`src/rtl/core/pir_pkg.sv`:
```
// Shared types and constants for the packed image run decoder.
package pir_pkg;

    localparam int unsigned CFG_ADDR_WIDTH = 4;
    localparam int unsigned QUEUE_DEPTH    = 2;
    localparam int unsigned QUEUE_AW       = 1;

    localparam logic [12:0] MIN_WIDTH      = 13'd80;
    localparam logic [12:0] RESET_WIDTH    = 13'd320;
    localparam logic [11:0] MAX_RUN_COLOR  = 12'd2047;
    localparam logic [11:0] COLOR_BIAS     = 12'd2048;
    localparam logic [12:0] LITERAL_LENGTH = 13'd1;

    typedef enum logic [1:0] {
        REG_PICTURE_WIDTH = 2'd0,
        REG_ORIGIN_X      = 2'd1,
        REG_ORIGIN_Y      = 2'd2,
        REG_UNUSED        = 2'd3
    } t_reg_index;

    typedef struct packed {
        logic [23:0] record;
        logic        first_record;
    } t_in_item;

    typedef struct packed {
        logic [12:0] span_x;
        logic [12:0] span_y;
        logic [12:0] span_length;
        logic [10:0] color_index;
        logic        last_of_record;
    } t_out_item;

    typedef struct packed {
        logic [12:0] picture_width;
        logic [11:0] origin_x;
        logic [11:0] origin_y;
    } t_cfg;

    typedef struct packed {
        logic        is_literal;
        logic        is_empty;
        logic        first;
        logic [10:0] color;
        logic [11:0] arg;
    } t_cmd;

    typedef struct packed {
        logic full;
        logic empty;
    } t_queue_status;

    typedef enum logic [1:0] {
        ST_IDLE = 2'd0,
        ST_LIT0 = 2'd1,
        ST_LIT1 = 2'd2,
        ST_RUN  = 2'd3
    } t_back_state;

endpackage

```
`src/rtl/core/packed_image_run_decoder.sv`:
```
// Top level of the packed image run decoder with its configuration registers.
//
//   port group   direction  handshake              payload
//   record in    input      i_in_valid/o_in_stall  i_in_data  (t_in_item)
//   span out     output     o_out_valid/i_out_stall o_out_data (t_out_item)
//   config       input      psel/penable/pready    paddr, pwdata, prdata
//
// A record passes the front register and the two-entry command queue; the
// back stage pops it from its idle state, then emits one span for a run
// within one row, two for a literal pair, and one more for each further row
// a run crosses; an initial row wrap is a step of its own with no span.
// The back-stage sequencer emits one span per cycle unless the output stalls.
// Reset is synchronous and active low; it clears the cursor and restores
// the register defaults. An output stall holds the span register, and the
// queue lets the front keep taking records meanwhile.
module packed_image_run_decoder #(
    parameter int unsigned COORD_WIDTH = 13
) (
    input  logic                                 i_clk,
    input  logic                                 i_rst_n,
    input  logic                                 i_in_valid,
    output logic                                 o_in_stall,
    input  pir_pkg::t_in_item                    i_in_data,
    output logic                                 o_out_valid,
    input  logic                                 i_out_stall,
    output pir_pkg::t_out_item                   o_out_data,
    input  logic                                 psel,
    input  logic                                 penable,
    input  logic                                 pwrite,
    input  logic [pir_pkg::CFG_ADDR_WIDTH-1:0]   paddr,
    input  logic [31:0]                          pwdata,
    output logic [31:0]                          prdata,
    output logic                                 pready
);
    import pir_pkg::*;

    t_cfg          r_cfg;
    t_reg_index    reg_index;
    logic          cfg_write;
    logic          push;
    logic          pop;
    t_cmd          front_cmd;
    t_cmd          queue_cmd;
    t_queue_status q_status;

    assign pready    = 1'b1;
    assign reg_index = t_reg_index'(paddr[3:2]);
    assign cfg_write = psel && penable && pwrite && pready;

    always_ff @(posedge i_clk) begin
        if (!i_rst_n) begin
            r_cfg.picture_width <= RESET_WIDTH;
            r_cfg.origin_x      <= '0;
            r_cfg.origin_y      <= '0;
        end else if (cfg_write) begin
            unique case (reg_index)
                REG_PICTURE_WIDTH: r_cfg.picture_width <= pwdata[12:0];
                REG_ORIGIN_X:      r_cfg.origin_x      <= pwdata[11:0];
                REG_ORIGIN_Y:      r_cfg.origin_y      <= pwdata[11:0];
                default:           r_cfg               <= r_cfg;
            endcase
        end
    end

    always_comb begin
        unique case (reg_index)
            REG_PICTURE_WIDTH: prdata = 32'(r_cfg.picture_width);
            REG_ORIGIN_X:      prdata = 32'(r_cfg.origin_x);
            REG_ORIGIN_Y:      prdata = 32'(r_cfg.origin_y);
            default:           prdata = '0;
        endcase
    end

    pir_front u_front (
        .i_clk      (i_clk),
        .i_rst_n    (i_rst_n),
        .i_in_valid (i_in_valid),
        .o_in_stall (o_in_stall),
        .i_in_data  (i_in_data),
        .i_q_status (q_status),
        .o_push     (push),
        .o_cmd      (front_cmd)
    );

    pir_queue u_queue (
        .i_clk    (i_clk),
        .i_rst_n  (i_rst_n),
        .i_push   (push),
        .i_cmd    (front_cmd),
        .i_pop    (pop),
        .o_cmd    (queue_cmd),
        .o_status (q_status)
    );

    pir_back #(
        .COORD_WIDTH (COORD_WIDTH)
    ) u_back (
        .i_clk       (i_clk),
        .i_rst_n     (i_rst_n),
        .i_cfg       (r_cfg),
        .i_cmd       (queue_cmd),
        .i_q_status  (q_status),
        .o_pop       (pop),
        .o_out_valid (o_out_valid),
        .i_out_stall (i_out_stall),
        .o_out_data  (o_out_data)
    );

endmodule

```
`src/rtl/core/pir_front.sv`:
```
// Front stage: accepts records and classifies them into decode commands.
module pir_front (
    input  logic                   i_clk,
    input  logic                   i_rst_n,
    input  logic                   i_in_valid,
    output logic                   o_in_stall,
    input  pir_pkg::t_in_item      i_in_data,
    input  pir_pkg::t_queue_status i_q_status,
    output logic                   o_push,
    output pir_pkg::t_cmd          o_cmd
);
    import pir_pkg::*;

    logic        r_valid;
    t_cmd        r_cmd;
    t_cmd        n_cmd;
    logic        accept;
    logic [11:0] code_a;
    logic [11:0] code_b;
    logic [11:0] color_full;

    assign code_a     = i_in_data.record[23:12];
    assign code_b     = i_in_data.record[11:0];
    assign o_in_stall = r_valid && i_q_status.full;
    assign accept     = i_in_valid && !o_in_stall;
    assign o_push     = r_valid && !i_q_status.full;
    assign o_cmd      = r_cmd;

    always_comb begin
        n_cmd.is_literal = code_a > MAX_RUN_COLOR;
        n_cmd.is_empty   = (code_b == 12'd0);
        n_cmd.first      = i_in_data.first_record;
        color_full       = n_cmd.is_literal ? (code_a - COLOR_BIAS) : code_a;
        n_cmd.color      = color_full[10:0];
        n_cmd.arg        = code_b;
    end

    always_ff @(posedge i_clk) begin
        if (!i_rst_n) begin
            r_valid <= 1'b0;
        end else if (accept) begin
            r_valid <= 1'b1;
        end else if (o_push) begin
            r_valid <= 1'b0;
        end
    end

    always_ff @(posedge i_clk) begin
        if (accept) begin
            r_cmd <= n_cmd;
        end
    end

endmodule

```
`src/rtl/core/pir_queue.sv`:
```
// Short command queue between the front and back stages.
module pir_queue (
    input  logic                   i_clk,
    input  logic                   i_rst_n,
    input  logic                   i_push,
    input  pir_pkg::t_cmd          i_cmd,
    input  logic                   i_pop,
    output pir_pkg::t_cmd          o_cmd,
    output pir_pkg::t_queue_status o_status
);
    import pir_pkg::*;

    t_cmd                r_slot [QUEUE_DEPTH];
    logic [QUEUE_AW-1:0] r_wr_ptr;
    logic [QUEUE_AW-1:0] r_rd_ptr;
    logic [QUEUE_AW:0]   r_count;

    assign o_cmd          = r_slot[r_rd_ptr];
    assign o_status.full  = (r_count == (QUEUE_AW + 1)'(QUEUE_DEPTH));
    assign o_status.empty = (r_count == '0);

    always_ff @(posedge i_clk) begin
        if (!i_rst_n) begin
            r_wr_ptr <= '0;
            r_rd_ptr <= '0;
            r_count  <= '0;
        end else begin
            if (i_push) begin
                r_wr_ptr <= r_wr_ptr + 1'b1;
            end
            if (i_pop) begin
                r_rd_ptr <= r_rd_ptr + 1'b1;
            end
            if (i_push && !i_pop) begin
                r_count <= r_count + 1'b1;
            end else if (i_pop && !i_push) begin
                r_count <= r_count - 1'b1;
            end
        end
    end

    always_ff @(posedge i_clk) begin
        if (i_push) begin
            r_slot[r_wr_ptr] <= i_cmd;
        end
    end

endmodule

```
`src/rtl/core/pir_back.sv`:
```
// Back stage: keeps the cursor; up to one span per cycle into the output register.
module pir_back #(
    parameter int unsigned COORD_WIDTH = 13
) (
    input  logic                   i_clk,
    input  logic                   i_rst_n,
    input  pir_pkg::t_cfg          i_cfg,
    input  pir_pkg::t_cmd          i_cmd,
    input  pir_pkg::t_queue_status i_q_status,
    output logic                   o_pop,
    output logic                   o_out_valid,
    input  logic                   i_out_stall,
    output pir_pkg::t_out_item     o_out_data
);
    import pir_pkg::*;

    localparam int unsigned EW = ((COORD_WIDTH > 14) ? COORD_WIDTH : 14) + 1;

    t_back_state             r_state;
    t_back_state             n_state;
    t_cmd                    r_cmd;
    logic [COORD_WIDTH-1:0]  r_cur_x;
    logic [COORD_WIDTH-1:0]  r_cur_y;
    logic [COORD_WIDTH-1:0]  n_cur_x;
    logic [COORD_WIDTH-1:0]  n_cur_y;
    logic [11:0]             r_n;
    logic [11:0]             n_n;
    logic                    r_out_valid;
    t_out_item               r_out;
    t_out_item               emit_item;
    logic                    emit;

    logic                    can_emit;
    logic [12:0]             width_eff;
    logic [EW-1:0]           row_end;
    logic [EW-1:0]           ox_ext;
    logic [EW-1:0]           oy_ext;
    logic [EW-1:0]           cur_x_ext;
    logic [EW-1:0]           cur_y_ext;
    logic [EW-1:0]           run_sum;
    logic [EW-1:0]           run_len;
    logic [11:0]             run_rest;
    logic [COORD_WIDTH-1:0]  lit_next;
    logic                    lit_wrap;
    logic                    pre_wrap;
    logic                    run_cross;
    logic                    run_done;

    assign can_emit  = !r_out_valid || !i_out_stall;
    assign width_eff = (i_cfg.picture_width < MIN_WIDTH) ? MIN_WIDTH : i_cfg.picture_width;
    assign ox_ext    = EW'(i_cfg.origin_x);
    assign oy_ext    = EW'(i_cfg.origin_y);
    assign row_end   = EW'(width_eff) + ox_ext;
    assign cur_x_ext = EW'(r_cur_x);
    assign cur_y_ext = EW'(r_cur_y);
    assign run_sum   = cur_x_ext + EW'(r_n);
    assign run_len   = row_end - cur_x_ext;
    assign run_rest  = r_n - run_len[11:0];
    assign lit_next  = r_cur_x + 1'b1;
    assign lit_wrap  = EW'(lit_next) >= row_end;
    assign pre_wrap  = cur_x_ext >= row_end;
    assign run_cross = run_sum >= row_end;
    assign run_done  = !run_cross || (run_rest == 12'd0);

    always_comb begin
        n_state = r_state;
        unique case (r_state)
            ST_IDLE: begin
                if (!i_q_status.empty) begin
                    if (i_cmd.is_literal) begin
                        n_state = ST_LIT0;
                    end else if (!i_cmd.is_empty) begin
                        n_state = ST_RUN;
                    end
                end
            end
            ST_LIT0: begin
                if (can_emit) begin
                    n_state = ST_LIT1;
                end
            end
            ST_LIT1: begin
                if (can_emit) begin
                    n_state = ST_IDLE;
                end
            end
            ST_RUN: begin
                if (!pre_wrap && can_emit && run_done) begin
                    n_state = ST_IDLE;
                end
            end
            default: n_state = ST_IDLE;
        endcase
    end

    always_comb begin
        o_pop                    = 1'b0;
        emit                     = 1'b0;
        n_cur_x                  = r_cur_x;
        n_cur_y                  = r_cur_y;
        n_n                      = r_n;
        emit_item.span_x         = cur_x_ext[12:0];
        emit_item.span_y         = cur_y_ext[12:0];
        emit_item.span_length    = LITERAL_LENGTH;
        emit_item.color_index    = r_cmd.color;
        emit_item.last_of_record = 1'b0;
        unique case (r_state)
            ST_IDLE: begin
                if (!i_q_status.empty) begin
                    o_pop = 1'b1;
                    n_n   = i_cmd.arg;
                    if (i_cmd.first) begin
                        n_cur_x = ox_ext[COORD_WIDTH-1:0];
                        n_cur_y = oy_ext[COORD_WIDTH-1:0];
                    end
                end
            end
            ST_LIT0, ST_LIT1: begin
                if (can_emit) begin
                    emit = 1'b1;
                    if (r_state == ST_LIT1) begin
                        emit_item.color_index    = r_n[10:0];
                        emit_item.last_of_record = 1'b1;
                    end
                    if (lit_wrap) begin
                        n_cur_x = ox_ext[COORD_WIDTH-1:0];
                        n_cur_y = r_cur_y + 1'b1;
                    end else begin
                        n_cur_x = lit_next;
                    end
                end
            end
            ST_RUN: begin
                if (pre_wrap) begin
                    n_cur_x = ox_ext[COORD_WIDTH-1:0];
                    n_cur_y = r_cur_y + 1'b1;
                end else if (can_emit) begin
                    emit                     = 1'b1;
                    emit_item.last_of_record = run_done;
                    if (run_cross) begin
                        emit_item.span_length = 13'(run_len[11:0]);
                        n_n                   = run_rest;
                        n_cur_x               = ox_ext[COORD_WIDTH-1:0];
                        n_cur_y               = r_cur_y + 1'b1;
                    end else begin
                        emit_item.span_length = 13'(r_n);
                        n_cur_x               = run_sum[COORD_WIDTH-1:0];
                    end
                end
            end
            default: begin
                emit = 1'b0;
            end
        endcase
    end

    always_ff @(posedge i_clk) begin
        if (!i_rst_n) begin
            r_state     <= ST_IDLE;
            r_cur_x     <= '0;
            r_cur_y     <= '0;
            r_out_valid <= 1'b0;
        end else begin
            r_state <= n_state;
            r_cur_x <= n_cur_x;
            r_cur_y <= n_cur_y;
            if (emit) begin
                r_out_valid <= 1'b1;
            end else if (!i_out_stall) begin
                r_out_valid <= 1'b0;
            end
        end
    end

    always_ff @(posedge i_clk) begin
        r_n <= n_n;
        if (o_pop) begin
            r_cmd <= i_cmd;
        end
        if (emit) begin
            r_out <= emit_item;
        end
    end

    assign o_out_valid = r_out_valid;
    assign o_out_data  = r_out;

endmodule

```
`config.mk`:
```
export PLATFORM = sky130hd
export DESIGN_NAME = packed_image_run_decoder
export DESIGN_NICKNAME = d
export VERILOG_FILES = /design/src/rtl/core/pir_pkg.sv /design/src/rtl/core/packed_image_run_decoder.sv /design/src/rtl/core/pir_front.sv /design/src/rtl/core/pir_queue.sv /design/src/rtl/core/pir_back.sv
export SDC_FILE = /design/constraint.sdc
export NUM_CORES = 1
export LEC_CHECK = 0
export ABC_AREA = 0
export ABC_CLOCK_PERIOD_IN_PS = 23600
export BUFFER_PORTS_ARGS = -buffer_cell sky130_fd_sc_hd__buf_2
export CELL_PAD_IN_SITES_DETAIL_PLACEMENT = 0
export CELL_PAD_IN_SITES_GLOBAL_PLACEMENT = 1
export CORE_MARGIN = 2
export CORE_UTILIZATION = 50
export DETAILED_ROUTE_END_ITERATION = 8
export GPL_TIMING_DRIVEN = 1
export PLACE_DENSITY_LB_ADDON = 0.12
export SLEW_MARGIN = 20
export SYNTH_ARGS = -nofsm -noshare
export SYNTH_HDL_FRONTEND = slang
export SYNTH_SLANG_ARGS = --single-unit
```
`constraint.sdc`:
```
create_clock -name i_clk -period 23.6 [get_ports i_clk]
set_clock_uncertainty 0.05 [all_clocks]
set_input_delay 4.72 -clock i_clk [delete_from_list [all_inputs] [get_ports i_clk]]
set_output_delay 4.72 -clock i_clk [all_outputs]
set_load 0.03 [all_outputs]
```
==> results_dict.tcl <==
set metrics [dict create \
    status "finished, final reports clean" \
    endpoint_kind "output pin" \
    slew_violations 0 \
    rows 58 \
    die-area_um2 26600 \
    worst-setup-path-type "input port to output pin" \
    ys_ff_latch 223 \
    p_leak_uw 0.00549 \
    synth.yosys.seq_area_share_pct 47.3 \
    portBuffers 111 \
    cts_tree "done" \
    cts.path.max_buffers 3 \
    cts_setup_buffers 0 \
    wl_per_cell_um 18.5 \
    synth_enable_flop_cells 151 \
    start_kind "input port" \
    clkTransAtPathRegs_ns 0.06 \
    synthDistinctLibCells 72 \
    die_w_um 163 \
    setup-violations-final 0 \
    numCtsBuffers 25 \
    period_share_pct 46.8 \
    coreArea_um2 25000 \
    io_pins 154 \
    grt_pass1_wl_um 47700 \
    nFillCells 2193 \
    gp_congestion 0.870 \
    slew_headroom_pct 28.4 \
    drc 0 \
    fin_setup_tns_ns 0 \
    insertion_delay_ns 0.54 \
    multi_input_area_um2 6230 \
    synth_flop_cell "edfxtp_1" \
    drt_iter0_drc 647 \
    drive_above_1_share_pct 15.9 \
    grt_max_degree 54 \
    clockRootBuffer "clkbuf_16" \
    dr.pass1.iters 5 \
    instances_no_fill 1648 \
    grt_pass1_vias 8673 \
    period_needed_ns 11.04 \
    hp-class "flip-flop to flip-flop" \
    async_flop_share_pct 0 \
    cts_resized 0 \
    reg2reg_setup_slack_ns 16.93 \
    grt_util_all_layers_pct 23.0 \
    total_power_uw 1940 \
    worst_pin_slew_ns 1.07 \
    globalRouteOverflowTotal 0 \
    seqCellArea_um2 5980 \
    hold_buffers 0 \
    syn_to_final_growth_pct 12.8 \
    max-cap-violations 0 \
    syn-cell-area_um2 12600 \
    wirelength_um 30500 \
    place_inst 1604 \
    nets 1466 \
    worstPathRequired_ns 18.83 \
    critPathMaxFanout 18 \
    via_count 9397 \
    diodes 0 \
    worst_slack_ns 12.56 \
    syn_avg_cell_area_um2 10.4 \
    start_util_pct 50.5 \
    max-vdd-ir-drop_mv 0.197 \
    whs_ns 0.390 \
    hold_violations 0 \
    ant_nets 0 \
    antenna_found_initial 0 \
    rsz0062_at_grt "false" \
    syn-instance-count 1210 \
    yosys_warnings 0 \
    powerDensity_nw_per_um2 136 \
    clock-sinks 223 \
    place_ws_ns 12.59 \
    dp_hpwl_um 22300 \
    chipHeight_um 163 \
    fmax_mhz 90.5 \
    vias_per_cell 5.70 \
    cp.arrival_ns 6.27 \
    htree_num_levels 1 \
]
flip-flops by register name (all words and copies together), names as in the netlist, named ones only:
register	flops
r_cfg	37
u_back.o_out_data	50
u_back.o_out_valid	1
u_back.r_cmd	11
u_back.r_cur_x	13
u_back.r_cur_y	13
u_back.r_n	12
u_back.r_state	2
u_front.o_cmd	26
u_front.r_valid	1
u_queue.r_count	2
u_queue.r_rd_ptr	1
u_queue.r_slot	52
u_queue.r_wr_ptr	1
critical path: stages:
cell     delay [ns]
buf_2          0.28
nor2b_1        0.78
nand2_1        0.14
o21ai_0        0.12
buf_2          0.23
cell type report:
| class | count | share of cell area, % |
|---|---|---|
| multi-input cells | 884 | 43.7 |
| flip-flops and latches | 223 | 41.9 |
| clock buffers | 35 | 5.25 |
| repair buffers | 120 | 4.37 |
| well taps | 330 | 2.90 |
| inverters | 47 | 1.24 |
| clock inverters | 9 | 0.641 |
metal layers:
metal / wire length, um / vias to the layer above / GRT usage (%)
li1: - / 4658 / -
met1: 14200 / 4447 / 33.1
met2: 14000 / 249 / 36.7
met3: 1650 / 43 / 3.54
met4: 642 / 0 / 5.23
met5: 0 / - / 0
cell usage in the layout (no fill, tap or decap), drive strengths merged, types with 8 or more instances in the layout:
cell type  instances
a211oi            19
a21boi             8
a21o              13
a21oi             68
a221oi            10
a31oi             21
and2              11
and3              29
buf              120
clkbuf            35
conb              21
dfxtp             72
edfxtp           151
ha                93
inv               49
mux2              22
mux2i             39
nand2            116
nand2b            16
nand3             24
nand4             11
nor2              66
nor2b             18
nor3              19
nor4               9
nor4b             10
o211ai            18
o21a              15
o21ai             73
xnor2             33
xor2              16
power breakdown:
part           internal (uW)  total, uW  switching (uW)
clock                    234        389             155
combinational            350        980             629
sequential               516        576            60.0
total                   1100       1940             844
kinds of logic after synthesis:
| group | Yosys count | synth area share [%] |
|---|---|---|
| AND/OR/NAND/NOR | 353 | 13.9 |
| AO/OA/AOI/OAI | 303 | 16.0 |
| flip-flops | 223 | 47.3 |
| buffers and inverters | 122 | 4.52 |
| adder cells (fa/ha/maj) | 97 | 9.84 |
| multiplexers | 61 | 5.05 |
| XOR/XNOR | 49 | 3.40 |
| other | 2 | 0.0594 |
Yosys cell counts (7+ instances only):
cell type,number,area (um^2)
dfxtp_1,72,1440
nand4_1,11,68.8
xor2_1,16,140
buf_4,22,165
edfxtp_1,151,4530
buf_2,7,35.0
nand2b_1,16,100
nor4b_1,9,78.8
a32oi_1,7,61.3
xnor2_1,33,289
a211oi_1,18,135
nor2_1,65,244
nand3_1,24,120
o211ai_1,18,135
nor3_1,19,95.1
and2_1,11,68.8
nor3b_1,7,52.6
nand2_1,116,435
o31ai_1,7,52.6
nor4_1,9,56.3
mux2_2,22,248
inv_1,47,176
a21oi_1,66,330
a221oi_1,8,70.1
nor2b_1,18,113
a31oi_1,21,131
and3_1,29,181
ha_1,93,1160
mux2i_1,39,390
a21o_1,13,97.6
clkbuf_1,38,143
or3_1,7,43.8
a21boi_0,8,60.1
o21ai_0,71,355
o21a_1,15,113
worst paths after layout:
kind / cells past startpoint / endpoint / from
max reg2reg: 21 / u_back.o_out_data[8] / r_cfg[36]
min reg2reg: 0 / u_queue.r_slot[0][11] / u_front.o_cmd[11]
min: 0 / u_queue.r_slot[0][11] / u_front.o_cmd[11]
max: 5 / prdata[9] / paddr[2]
stage by stage:
stage	utilization [%]	area (um^2)
after floorplan	-	12700
after global placement	53.5	13400
after detailed placement	53.5	13400
after CTS	56.9	14200
after global routing	56.9	14300
final	56.9	14300
(Power assumes the default switching activity.)
